**config.mk**
```make
export PLATFORM = sky130hd
export DESIGN_NAME = tracker_pattern_row_packer_top
export DESIGN_NICKNAME = d
export VERILOG_FILES = /design/src/rtl/core/tprp_pkg.sv /design/src/rtl/core/tprp_front.sv /design/src/rtl/core/tprp_queue.sv /design/src/rtl/core/tprp_back.sv /design/src/rtl/core/tracker_pattern_row_packer_top.sv
export SDC_FILE = /design/constraint.sdc
export NUM_CORES = 1
export LEC_CHECK = 0
export BUFFER_PORTS_ARGS = -buffer_cell sky130_fd_sc_hd__buf_4
export CAP_MARGIN = 0
export CORE_ASPECT_RATIO = 2
export CORE_UTILIZATION = 45
export CTS_BUF_LIST = sky130_fd_sc_hd__clkbuf_8
export DETAILED_ROUTE_END_ITERATION = 8
export GPL_ROUTABILITY_DRIVEN = 0
export SLEW_MARGIN = 0
export SYNTH_ARGS = -nofsm -noshare
export SYNTH_HDL_FRONTEND = slang
export SYNTH_SLANG_ARGS = --single-unit
```
**constraint.sdc**
```tcl
create_clock -name clk -period 5.6 [get_ports clk]
set_input_delay 0.28 -clock clk [delete_from_list [all_inputs] [get_ports clk]]
set_output_delay 0.28 -clock clk [all_outputs]
set_load 0.05 [all_outputs]
```
**src/rtl/core/tprp_pkg.sv**
```systemverilog
package tprp_pkg;

	localparam logic [7:0] MASK_BASE = 8'h80;
	localparam logic [7:0] ROW_TERM  = 8'h00;
	localparam logic [5:0] CHANNEL_COUNT_RESET = 6'd8;
	localparam int unsigned SEQ_LEN = 6;
	localparam logic [4:0] FLUSH_MAX = 5'd31;

	typedef struct packed {
		logic [7:0] note;
		logic [7:0] instrument;
		logic [7:0] volume;
		logic [7:0] effect;
		logic [7:0] effect_param;
	} cell_t;

	typedef struct packed {
		logic [7:0] out_byte;
		logic       last_of_run;
	} beat_t;

	// one cell's work for the back end: lone mask bytes first, then the enabled bytes
	typedef struct packed {
		logic [4:0]              flush;
		logic [SEQ_LEN-1:0]      en;
		logic [SEQ_LEN-1:0][7:0] bytes;
	} cmd_t;

	typedef struct packed {
		logic push;
	} qwr_t;

	typedef struct packed {
		logic nonempty;
	} qrd_t;

endpackage

```
**src/rtl/core/tprp_front.sv**
```systemverilog
module tprp_front #(
	parameter int MAX_CHANNELS = 32
) (
	input  logic                 clk,
	input  logic                 arst_n,
	input  logic                 in_valid,
	output logic                 in_stall,
	input  tprp_pkg::cell_t      in_data,
	input  logic                 cfg_valid,
	output logic                 cfg_ready,
	input  logic [5:0]           cfg_data,
	output tprp_pkg::qwr_t       qwr,
	input  logic                 q_full,
	output tprp_pkg::cmd_t       cmd
);

	localparam logic [5:0] MAX_CH = 6'(MAX_CHANNELS);

	logic [5:0] chan_cnt_q;
	logic [5:0] pend_q;
	logic [5:0] pos_q;
	logic [5:0] eff_cnt;
	logic       accept;
	logic       row_end;
	logic       empty;
	logic       raw;
	logic [3:0] m;

	assign cfg_ready = 1'b1;
	assign in_stall  = q_full;
	assign accept    = in_valid && !q_full;

	always_comb begin
		eff_cnt = (chan_cnt_q == 6'd0) ? 6'd1 : chan_cnt_q;
		if (eff_cnt > MAX_CH) begin
			eff_cnt = MAX_CH;
		end
	end

	assign row_end = ({1'b0, pos_q} + 7'd1) >= {1'b0, eff_cnt};
	assign empty   = (in_data.note | in_data.instrument | in_data.volume |
		in_data.effect | in_data.effect_param) == 8'd0;
	assign raw     = (in_data.note != 8'd0) && (in_data.instrument != 8'd0) &&
		(in_data.volume != 8'd0) && (in_data.effect != 8'd0);
	assign m = {(in_data.effect | in_data.effect_param) != 8'd0,
		in_data.volume != 8'd0, in_data.instrument != 8'd0, in_data.note != 8'd0};

	always_comb begin
		cmd.flush = 5'd0;
		cmd.en    = '0;
		cmd.bytes = '0;
		if (empty) begin
			cmd.en[0]    = 1'b1;
			cmd.bytes[0] = tprp_pkg::ROW_TERM;
		end else begin
			cmd.flush    = pend_q[5] ? tprp_pkg::FLUSH_MAX : pend_q[4:0];
			if (raw) begin
				cmd.en       = 6'b011111;
				cmd.bytes[0] = in_data.note;
				cmd.bytes[1] = in_data.instrument;
				cmd.bytes[2] = in_data.volume;
				cmd.bytes[3] = in_data.effect;
				cmd.bytes[4] = in_data.effect_param;
			end else begin
				cmd.en       = {m[3], m[3], m[2], m[1], m[0], 1'b1};
				cmd.bytes[0] = tprp_pkg::MASK_BASE | {4'd0, m};
				cmd.bytes[1] = in_data.note;
				cmd.bytes[2] = in_data.instrument;
				cmd.bytes[3] = in_data.volume;
				cmd.bytes[4] = in_data.effect;
				cmd.bytes[5] = in_data.effect_param;
			end
		end
	end

	// an empty cell inside the row leaves nothing for the back end
	assign qwr.push = accept && !(empty && !row_end);

	always_ff @(posedge clk or negedge arst_n) begin
		if (!arst_n) begin
			chan_cnt_q <= tprp_pkg::CHANNEL_COUNT_RESET;
			pend_q     <= 6'd0;
			pos_q      <= 6'd0;
		end else begin
			if (cfg_valid) begin
				chan_cnt_q <= cfg_data;
			end
			if (accept) begin
				if (row_end) begin
					pend_q <= 6'd0;
					pos_q  <= 6'd0;
				end else begin
					pos_q <= pos_q + 6'd1;
					if (!empty) begin
						pend_q <= 6'd0;
					end else if (pend_q != 6'd63) begin
						pend_q <= pend_q + 6'd1;
					end
				end
			end
		end
	end

endmodule

```
**src/rtl/core/tprp_queue.sv**
```systemverilog
module tprp_queue (
	input  logic           clk,
	input  logic           arst_n,
	input  tprp_pkg::qwr_t wr,
	input  tprp_pkg::cmd_t wr_data,
	output logic           full,
	input  logic           pop,
	output tprp_pkg::qrd_t rd,
	output tprp_pkg::cmd_t rd_data
);

	tprp_pkg::cmd_t mem_q [2];
	logic           wptr_q;
	logic           rptr_q;
	logic [1:0]     cnt_q;
	logic           do_pop;

	assign full        = cnt_q == 2'd2;
	assign rd.nonempty = cnt_q != 2'd0;
	assign do_pop      = pop && (cnt_q != 2'd0);
	assign rd_data     = mem_q[rptr_q];

	always_ff @(posedge clk) begin
		if (wr.push) begin
			mem_q[wptr_q] <= wr_data;
		end
	end

	always_ff @(posedge clk or negedge arst_n) begin
		if (!arst_n) begin
			wptr_q <= 1'b0;
			rptr_q <= 1'b0;
			cnt_q  <= 2'd0;
		end else begin
			if (wr.push) begin
				wptr_q <= !wptr_q;
			end
			if (do_pop) begin
				rptr_q <= !rptr_q;
			end
			cnt_q <= cnt_q + {1'b0, wr.push} - {1'b0, do_pop};
		end
	end

endmodule

```
**src/rtl/core/tprp_back.sv**
```systemverilog
module tprp_back (
	input  logic           clk,
	input  logic           arst_n,
	input  tprp_pkg::qrd_t qrd,
	input  tprp_pkg::cmd_t head,
	output logic           pop,
	output logic           out_valid,
	input  logic           out_stall,
	output tprp_pkg::beat_t out_data
);

	logic                                      busy_q;
	logic [4:0]                                flush_q;
	logic [tprp_pkg::SEQ_LEN-1:0]              en_q;
	logic [tprp_pkg::SEQ_LEN-1:0][7:0]         bytes_q;
	logic                                      out_valid_q;
	tprp_pkg::beat_t                           out_q;
	logic                                      slot_free;
	logic [2:0]                                sel;
	logic [tprp_pkg::SEQ_LEN-1:0]              en_rest;

	assign out_valid = out_valid_q;
	assign out_data  = out_q;
	assign slot_free = !out_valid_q || !out_stall;
	assign pop       = !busy_q && qrd.nonempty;

	// lowest enabled byte goes next
	always_comb begin
		sel = 3'd0;
		for (int i = tprp_pkg::SEQ_LEN - 1; i >= 0; i--) begin
			if (en_q[i]) begin
				sel = 3'(i);
			end
		end
		en_rest = en_q & ~(6'b000001 << sel);
	end

	always_ff @(posedge clk) begin
		if (pop) begin
			bytes_q <= head.bytes;
		end
		if (busy_q && slot_free) begin
			if (flush_q != 5'd0) begin
				out_q.out_byte    <= tprp_pkg::MASK_BASE;
				out_q.last_of_run <= 1'b0;
			end else begin
				out_q.out_byte    <= bytes_q[sel];
				out_q.last_of_run <= en_rest == '0;
			end
		end
	end

	always_ff @(posedge clk or negedge arst_n) begin
		if (!arst_n) begin
			busy_q      <= 1'b0;
			flush_q     <= 5'd0;
			en_q        <= '0;
			out_valid_q <= 1'b0;
		end else begin
			if (slot_free) begin
				out_valid_q <= busy_q;
			end
			if (pop) begin
				busy_q  <= 1'b1;
				flush_q <= head.flush;
				en_q    <= head.en;
			end else if (busy_q && slot_free) begin
				if (flush_q != 5'd0) begin
					flush_q <= flush_q - 5'd1;
				end else begin
					en_q <= en_rest;
					if (en_rest == '0) begin
						busy_q <= 1'b0;
					end
				end
			end
		end
	end

endmodule

```
**src/rtl/core/tracker_pattern_row_packer_top.sv**
```systemverilog
// Packs tracker pattern cells, given one per beat in row-major order, into the packed
// pattern byte stream, one byte per output beat with last_of_run on the final byte of a
// cell. The front end takes a cell and updates the row position and the count of
// held-back empty cells; a two-entry queue decouples it from the back end, which sends
// one byte per cycle while out_stall is low. A cell yields its flushed lone mask bytes
// and then its enabled bytes; the back end pops the next cell from the queue only
// after the last byte of the current one, and the single output byte lane sets the
// rate. An empty cell inside a row yields no beat. A write to the channel count takes
// effect on the next cell; write it only while the block is idle.
module tracker_pattern_row_packer_top #(
	parameter int MAX_CHANNELS = 32
) (
	input  logic             clk,
	input  logic             arst_n,
	input  logic             in_valid,
	output logic             in_stall,
	input  tprp_pkg::cell_t  in_data,
	output logic             out_valid,
	input  logic             out_stall,
	output tprp_pkg::beat_t  out_data,
	input  logic             cfg_valid,
	output logic             cfg_ready,
	input  logic [5:0]       cfg_data
);

	tprp_pkg::qwr_t qwr;
	tprp_pkg::qrd_t qrd;
	tprp_pkg::cmd_t cmd_in;
	tprp_pkg::cmd_t cmd_head;
	logic           q_full;
	logic           pop;

	tprp_front #(
		.MAX_CHANNELS(MAX_CHANNELS)
	) u_front (
		.clk      (clk),
		.arst_n   (arst_n),
		.in_valid (in_valid),
		.in_stall (in_stall),
		.in_data  (in_data),
		.cfg_valid(cfg_valid),
		.cfg_ready(cfg_ready),
		.cfg_data (cfg_data),
		.qwr      (qwr),
		.q_full   (q_full),
		.cmd      (cmd_in)
	);

	tprp_queue u_queue (
		.clk    (clk),
		.arst_n (arst_n),
		.wr     (qwr),
		.wr_data(cmd_in),
		.full   (q_full),
		.pop    (pop),
		.rd     (qrd),
		.rd_data(cmd_head)
	);

	tprp_back u_back (
		.clk      (clk),
		.arst_n   (arst_n),
		.qrd      (qrd),
		.head     (cmd_head),
		.pop      (pop),
		.out_valid(out_valid),
		.out_stall(out_stall),
		.out_data (out_data)
	);

endmodule
```
-- Word-level counts from Yosys, hierarchy flattened
Memory sizes are Yosys's and may differ from the RTL's.
Index checks and enable logic that the tools add are counted.
- flip-flop bits (word level): 92
- bits in writable memories: 118
- word-level logic and storage cells: 109
- memories: 1
- $add $sub $neg: 6
- order comparisons: 3
- equal/unequal tests: 4
- shifts and indexed selects: 1
- mux-type cells: 34
- bitwise logic cells: 7
- reductions and logical operators: 35
- memories (name ; words ; width ; rd ports ; clocked after Yosys merged registers in ; wr ports ; line ; source):
    u_queue.mem_q ; 2 ; 59 ; 1 ; 0 ; 1 ; tprp_queue.sv:12 ; tprp_pkg::cmd_t mem_q [2];
- operator list (kind ; count):
    40-bit 2-to-1 mux ; 2
    6-bit 2-to-1 mux ; 10
    8-bit bitwise OR ; 5
    8-bit nonzero test ; 5
    8-bit binary-select mux with 3-bit select ; 1
    8-bit 2-to-1 mux ; 3
    5-bit 2-to-1 mux ; 4
    3-bit 2-to-1 mux ; 6
    6-bit by 1-bit adder with 6-bit output (second input constant) ; 2
    6-bit logical NOT ; 2
    10-bit 2-to-1 mux ; 1
    1-bit logical AND ; 9
    1-bit logical NOT ; 8
    8-bit logical NOT ; 1
    2-bit nonzero test ; 4
    6-bit by 1-bit adder with 7-bit output (second input constant) ; 1
    7-bit by 6-bit greater-or-equal comparator with 1-bit output ; 1
    1-bit 2-to-1 mux ; 7
    6-bit bitwise AND ; 1
    6-bit greater-than comparator (second input constant) ; 1
    6-bit inequality test (second input constant) ; 1
    6-bit NOT ; 1
    2-bit AND reduction ; 3
    1-bit by 3-bit left shift with 6-bit output (first input constant) ; 1
    10 further kinds ; 10

-- Depth between registers and ports, before layout
- word-level depth: 14
- mapped depth: 11
- gate-level depth less buffers: 11

-- Hierarchy
Synthesis repeated with hierarchy kept, for this count alone.
- cells, all modules: 629
- area, all modules: 9544.2 µm²
- modules (own cells, without submodules) (module ; times used ; cells each ; area each (µm²)):
    tprp_queue ; 1 ; 201 ; 4760.8
    tprp_back ; 1 ; 225 ; 3009.1
    tprp_front ; 1 ; 203 ; 1774.2

-- Worst setup path after synthesis
Ideal clock, no wire load.
- kind: flip-flop to flip-flop
- start: register u_front.pos_q[0]
- end: memory u_queue.mem_q[0][0] (netlist bit), enable pin
- library setup time: 481 ps
- arrival: 4471 ps
- setup slack: 648 ps
- cell stages (with the launch flop): 10
- buffers on the path: 0
- period minus slack after synthesis: 4952 ps
- cells stage by stage: dfrtp_1 -> ha_1 -> and3_1 -> xor2_1 -> ha_1 -> a21oi_1 -> nor2b_1 -> a211oi_2 -> a21oi_2 -> nor2b_1
- word-level cells in the longest chain between the ends: 8
- ends and longest elaborated chain (element ; line ; source):
    from (decl) ; tprp_front.sv:21 ; logic [5:0] pos_q;
    from (signal assigned) ; tprp_front.sv:93 ; pos_q <= pos_q + 6'd1;
    6-bit by 1-bit adder with 7-bit output ; tprp_front.sv:40 ; assign row_end = ({1'b0, pos_q} + 7'd1) >= {1'b0, eff_cnt};
    7-bit by 6-bit greater-or-equal comparator with 1-bit output ; tprp_front.sv:40 ;
    1-bit logical NOT ; tprp_front.sv:77 ; assign qwr.push = accept && !(empty && !row_end);
    1-bit logical AND ; tprp_front.sv:77 ;
    1-bit logical NOT ; tprp_front.sv:77 ;
    1-bit logical AND ; tprp_front.sv:77 ;
    1-bit 2-to-1 mux ; tprp_queue.sv:24 ; if (wr.push) begin
    1-bit 2-to-1 mux (implied by the code) ; tprp_queue.sv:25 ; mem_q[wptr_q] <= wr_data;
    to (decl) ; tprp_queue.sv:12 ;
Every way passes these cells.

-- Final worst setup path
- start: register u_front.pos_q[0]
- end: memory u_queue.mem_q[1][28] (netlist bit), enable pin
Same word-level chain as after synthesis.

==> impl_summary.md <==
Finish
The number of nets at the end of the flow is 753. The post-route netlist has 29.7% of its cells at a drive strength greater than 1. The antenna diode instance count is 0. With fillers left out, the area of the finished cells amounts to 10,500 um^2.

The area growth from synthesis to layout is 16.7%.

Detailed routing
Summing over every cut layer, the via total after detailed routing is ~5,200. The number of routed nets with antenna violations is 0. In the routed layout, each cell is associated on average with a via count of 5.39. After detailed routing, the number of remaining DRC violations is 0. The routed design has around 20,000 um of wire.

The routed length per placed instance is 20.5 um. After the first detailed-routing iteration, the DRC count stood at 184. The number of detailed-routing iterations run before antenna repair is 4.

STA
For the pin with the worst max-slew slack, the measured transition is 0.996 ns. The worst hold slack is 0.0540 ns. The worst slew slack as a fraction of its limit is roughly 33%. The final hold violation count is 0. The shortest clock period the worst path allows after layout is 3.40 ns.

The total of endpoints with negative setup slack in the final report is 0. The final sum of negative setup slack is 0 ns. The final number of max-transition violations was 0. Setup repair after global routing left no endpoint under its margin. The final critical path takes up 60.7% of the cycle. The maximum clock frequency is 294 MHz. The clock skew after layout is 0.0119 ns.

Worst setup path
For the worst setup path, the data required time is 5.81 ns. On the worst path, the slowest cell contributes a delay of 0.55 ns. The depth of the worst register-to-register path is 9. The capture point of the worst reg-to-reg path is u_queue.mem_q[1][28]$_DFFE_PP_. The signal on the critical path passes through ha_1 -> and3_1 -> xor2_1 -> ha_1 -> and3_1 -> a211oi_2 -> a21oi_2 -> and2_2 -> buf_4.

The type of origin of the critical path is a flip-flop. Tracing the worst setup path back leads to its startpoint at u_front.pos_q[0]$_DFFE_PN0P_. Of all nets on the critical path, the largest fanout is 58. The critical path data arrival time is 3.61 ns. The destination of the critical timing path is u_queue.mem_q[1][28]$_DFFE_PP_.

In this run the critical register-to-register path is launched from u_front.pos_q[0]$_DFFE_PN0P_. The worst register-to-register path has a setup slack of 2.20 ns. The worst setup path is captured at a flip-flop. The worst setup path is of the reg2reg kind. The slowest stage of the critical path is the sky130_fd_sc_hd__a211oi_2 cell.

GRT
The number of global-route vias before repair was around 5,600. The overall overflow remaining after global route is 0. In the global route stage, overall resource usage came out at about 21%. The number of antenna violations at the first check in global routing came to 0.

The first global-routing pass estimated ~31,000 um of wire. The maximum number of pins on one net before global-route repair is 63.

Clock network
The clock sink total is 208. The number of buffers created by CTS is 30. The post-cts gate resize count is 0. After clock tree synthesis, the setup repair step added 0 buffers. The clock-pin slew reported for the worst setup and hold paths after clock tree synthesis is 0.06 ns. The TritonCTS clock tree is done. The clock latency on the worst-skew pair is approximately 0.57 ns. In this run the clock root is driven by a sky130_fd_sc_hd__clkbuf_8. The H-tree depth is 1.

Counting along the longest clock path gives a buffer depth of 3.

Synthesis
The leading register cell type out of synthesis is sky130_fd_sc_hd__edfxtp_1. The main combinational cell family by area after synthesis is multiplexers. Counting flops and latches in the post-synthesis netlist gives 208.

The Yosys step of the flow raised 0 warnings. After synthesis, the share of flip-flops with an asynchronous set or reset is 16.8%. Summing the areas of all xor and xnor instances in the mapped netlist gives 1.17% of the synthesized area. The synthesized netlist devotes 1.68% of its cell area to adder and majority cells.

The portion of synthesized area spent on multiplexers is 11.2%. The number of flops mapped to enable cells by yosys is ~170. Sequential cells were found to cover 67.8% of the synthesized design area. The share of the synthesized area in compound gates (AO/OA/AOI/OAI) is 7.17%. The cell area after technology mapping is about 9000 um^2.

The number of distinct standard cells referenced by the synthesized netlist is 59. The net count of the mapped netlist is 667. After Yosys synthesis, and, or, nand and nor cells account for 8.88% of the synthesized area. The cell count after synthesis came out at 604. Each instance of the synthesized netlist takes up on average 14.8 um^2.

Power and ir drop
The areal power density over the cells is 382 nW/um^2. For this design the total switching power over the nets is roughly 0.0011 W. The share of total power dissipated in the clock network is 31.6%. The net switching fraction of the power is roughly a quarter.

Across the VDD grid, the largest voltage drop is 0.316 mV. The share of total power dissipated in combinational logic is 15.8%. The internal portion of total power is 0.00292 W.

Summed over all cells, the static leakage comes to 3.76 nW. The share of power burned in registers is between 50 and 60%.

Floorplan
The initialized floorplan defines 72 standard-cell rows. The initial utilization of the core area, before any placement, comes to 46.2%. The die is roughly 100 um wide. The height of the chip is 201 um. The die outline area is slightly above 20,000 um^2.

The core region is 19,400 um^2. The count of boundary I/O pins is 63.

Placed design
The HPWL after detailed placement is ~13,000 um. The cell area reported after detailed placement is 9680 um^2. In this run the tool buffered the top-level ports with 61 buffer cells.

Job
The tool flagged a number of max-cap violations equal to 0.

Status
The run finished with clean final reports.

Worst hold path
The class of the worst hold path is in2reg.
==> how the worst min path moves through the flow <==
stage	startpoint	cells after the start	end	slack, ns
floorplan	arst_n	0	u_back.busy_q$_DFFE_PN0P_	-0.02
CTS	in_data[6]	2	u_queue.mem_q[0][46]$_DFFE_PP_	0.02
global route	in_data[16]	2	u_queue.mem_q[1][24]$_DFFE_PP_	0.04
detailed placement	arst_n	1	u_back.en_q[3]$_DFFE_PN0P_	0.27
global placement	arst_n	1	u_back.en_q[1]$_DFFE_PN0P_	0.26
finish	in_data[6]	2	u_queue.mem_q[0][46]$_DFFE_PP_	0.05
==> metrics by stage <==
step / setup slack, ns / power [W] / std cells / util [%]
2_1_floorplan: 0.648 / 0.00253 / 604 / -
3_3_place_gp: 2.36 / 0.00272 / 902 / 50.0
3_5_place_dp: 2.23 / 0.00275 / 902 / 50.0
4_1_cts: 2.20 / 0.00403 / 972 / 54.0
5_1_grt: 1.94 / 0.00418 / 972 / 54.0
6_report: 2.20 / 0.00399 / 972 / 54.0
==> critical path, delay by kind of cell (launching register included) <==
kind            cells  cell delay, ns
fa+ha+maj           2            0.56
compound gates      2            0.74
xor+xnor            1            0.21
flops               1            0.44
buf+inv             1            0.38
simple gates        3            0.69
==> registers in the layout, summed over array words and instances (netlist names) <==
name	flops
u_front.chan_cnt_q	6
u_queue.cnt_q	2
u_front.pend_q	6
u_back.flush_q	5
u_back.out_valid	1
u_back.bytes_q	48
u_queue.wptr_q	1
u_queue.rptr_q	1
u_back.busy_q	1
u_queue.mem_q	116
u_back.out_data	9
u_back.en_q	6
u_front.pos_q	6
==> Yosys cell counts, drive strengths merged, types with 12 or more instances <==
| cell | n | share of area, % |
|---|---|---|
| and2 | 14 | 0.99 |
| nor4 | 12 | 1.6 |
| mux2 | 83 | 10 |
| a22oi | 16 | 1.3 |
| o21ai | 22 | 1.2 |
| clkbuf | 23 | 0.96 |
| nand2 | 43 | 1.8 |
| edfxtp | 173 | 58 |
| dfrtp | 34 | 9.5 |
| ha | 12 | 1.7 |
| inv | 16 | 0.67 |
| nor2 | 27 | 1.1 |
==> cells in the final DEF, fill, tap and decap left out, types with 9 or more instances in the layout <==
master,synthesis,routed
sky130_fd_sc_hd__edfxtp_1,173,173
sky130_fd_sc_hd__mux2_2,83,83
sky130_fd_sc_hd__buf_4,1,68
sky130_fd_sc_hd__nand2_1,42,42
sky130_fd_sc_hd__dfrtp_1,34,33
sky130_fd_sc_hd__clkbuf_8,0,31
sky130_fd_sc_hd__nor2_1,27,27
sky130_fd_sc_hd__inv_1,16,23
sky130_fd_sc_hd__o21ai_0,20,20
sky130_fd_sc_hd__a22oi_1,16,16
sky130_fd_sc_hd__dlygate4sd3_1,0,15
sky130_fd_sc_hd__and2_1,13,12
sky130_fd_sc_hd__ha_1,12,12
sky130_fd_sc_hd__clkinv_1,0,11
sky130_fd_sc_hd__a31oi_1,10,10
sky130_fd_sc_hd__nor2b_1,10,9
sky130_fd_sc_hd__a21oi_1,9,9
sky130_fd_sc_hd__nand3_1,9,9
==> metal layers <==
layer | vias to the layer above | routed length (um) | share of wire, % | global-route usage (%)
met5 | - | 0 | 0 | 0
met4 | 0 | 825 | 4.1 | 10.3
met3 | 42 | 587 | 3.0 | 2.54
met2 | 130 | 11500 | 58 | 39.4
met1 | 2607 | 6940 | 35 | 21.2
li1 | 2463 | - | - | -
==> final cells by class <==
type	count	area [um^2]
inverters	16	60.1
multi-input cells	351	2710
repair buffers	83	661
fillers	1606	8920
well taps	259	324
clock inverters	24	196
clock buffers	31	427
flip-flops and latches	208	6070
==> cells by family (layout without fill, tap and decap cells) <==
kind of cell,count (synthesis),count (layout)
DFF,208,208
other,1,1
adders and majority gates,12,12
xor gates and xnor gates,12,12
AOI/OAI and AO/OA,93,93
and+or+nand+nor,143,143
buffers and inverters,45,154
muxes,90,90
==> power by group through the flow <==
stage | clock (W) | combinational [W] | sequential (W)
global placement | 0 | 0.000606 | 0.00211
CTS | 0.00129 | 0.000635 | 0.00210
detailed placement | 0 | 0.000621 | 0.00213
finish | 0.00126 | 0.000630 | 0.00210
floorplan | 0 | 0.000425 | 0.00211
global route | 0.00136 | 0.000699 | 0.00212
==> what timing repair did <==
action	CTS	global route
endpoints found under the setup margin	0	0
hold buffers	15	0
endpoints found under the hold margin	42	0
Power figures use the tool's default switching activity.
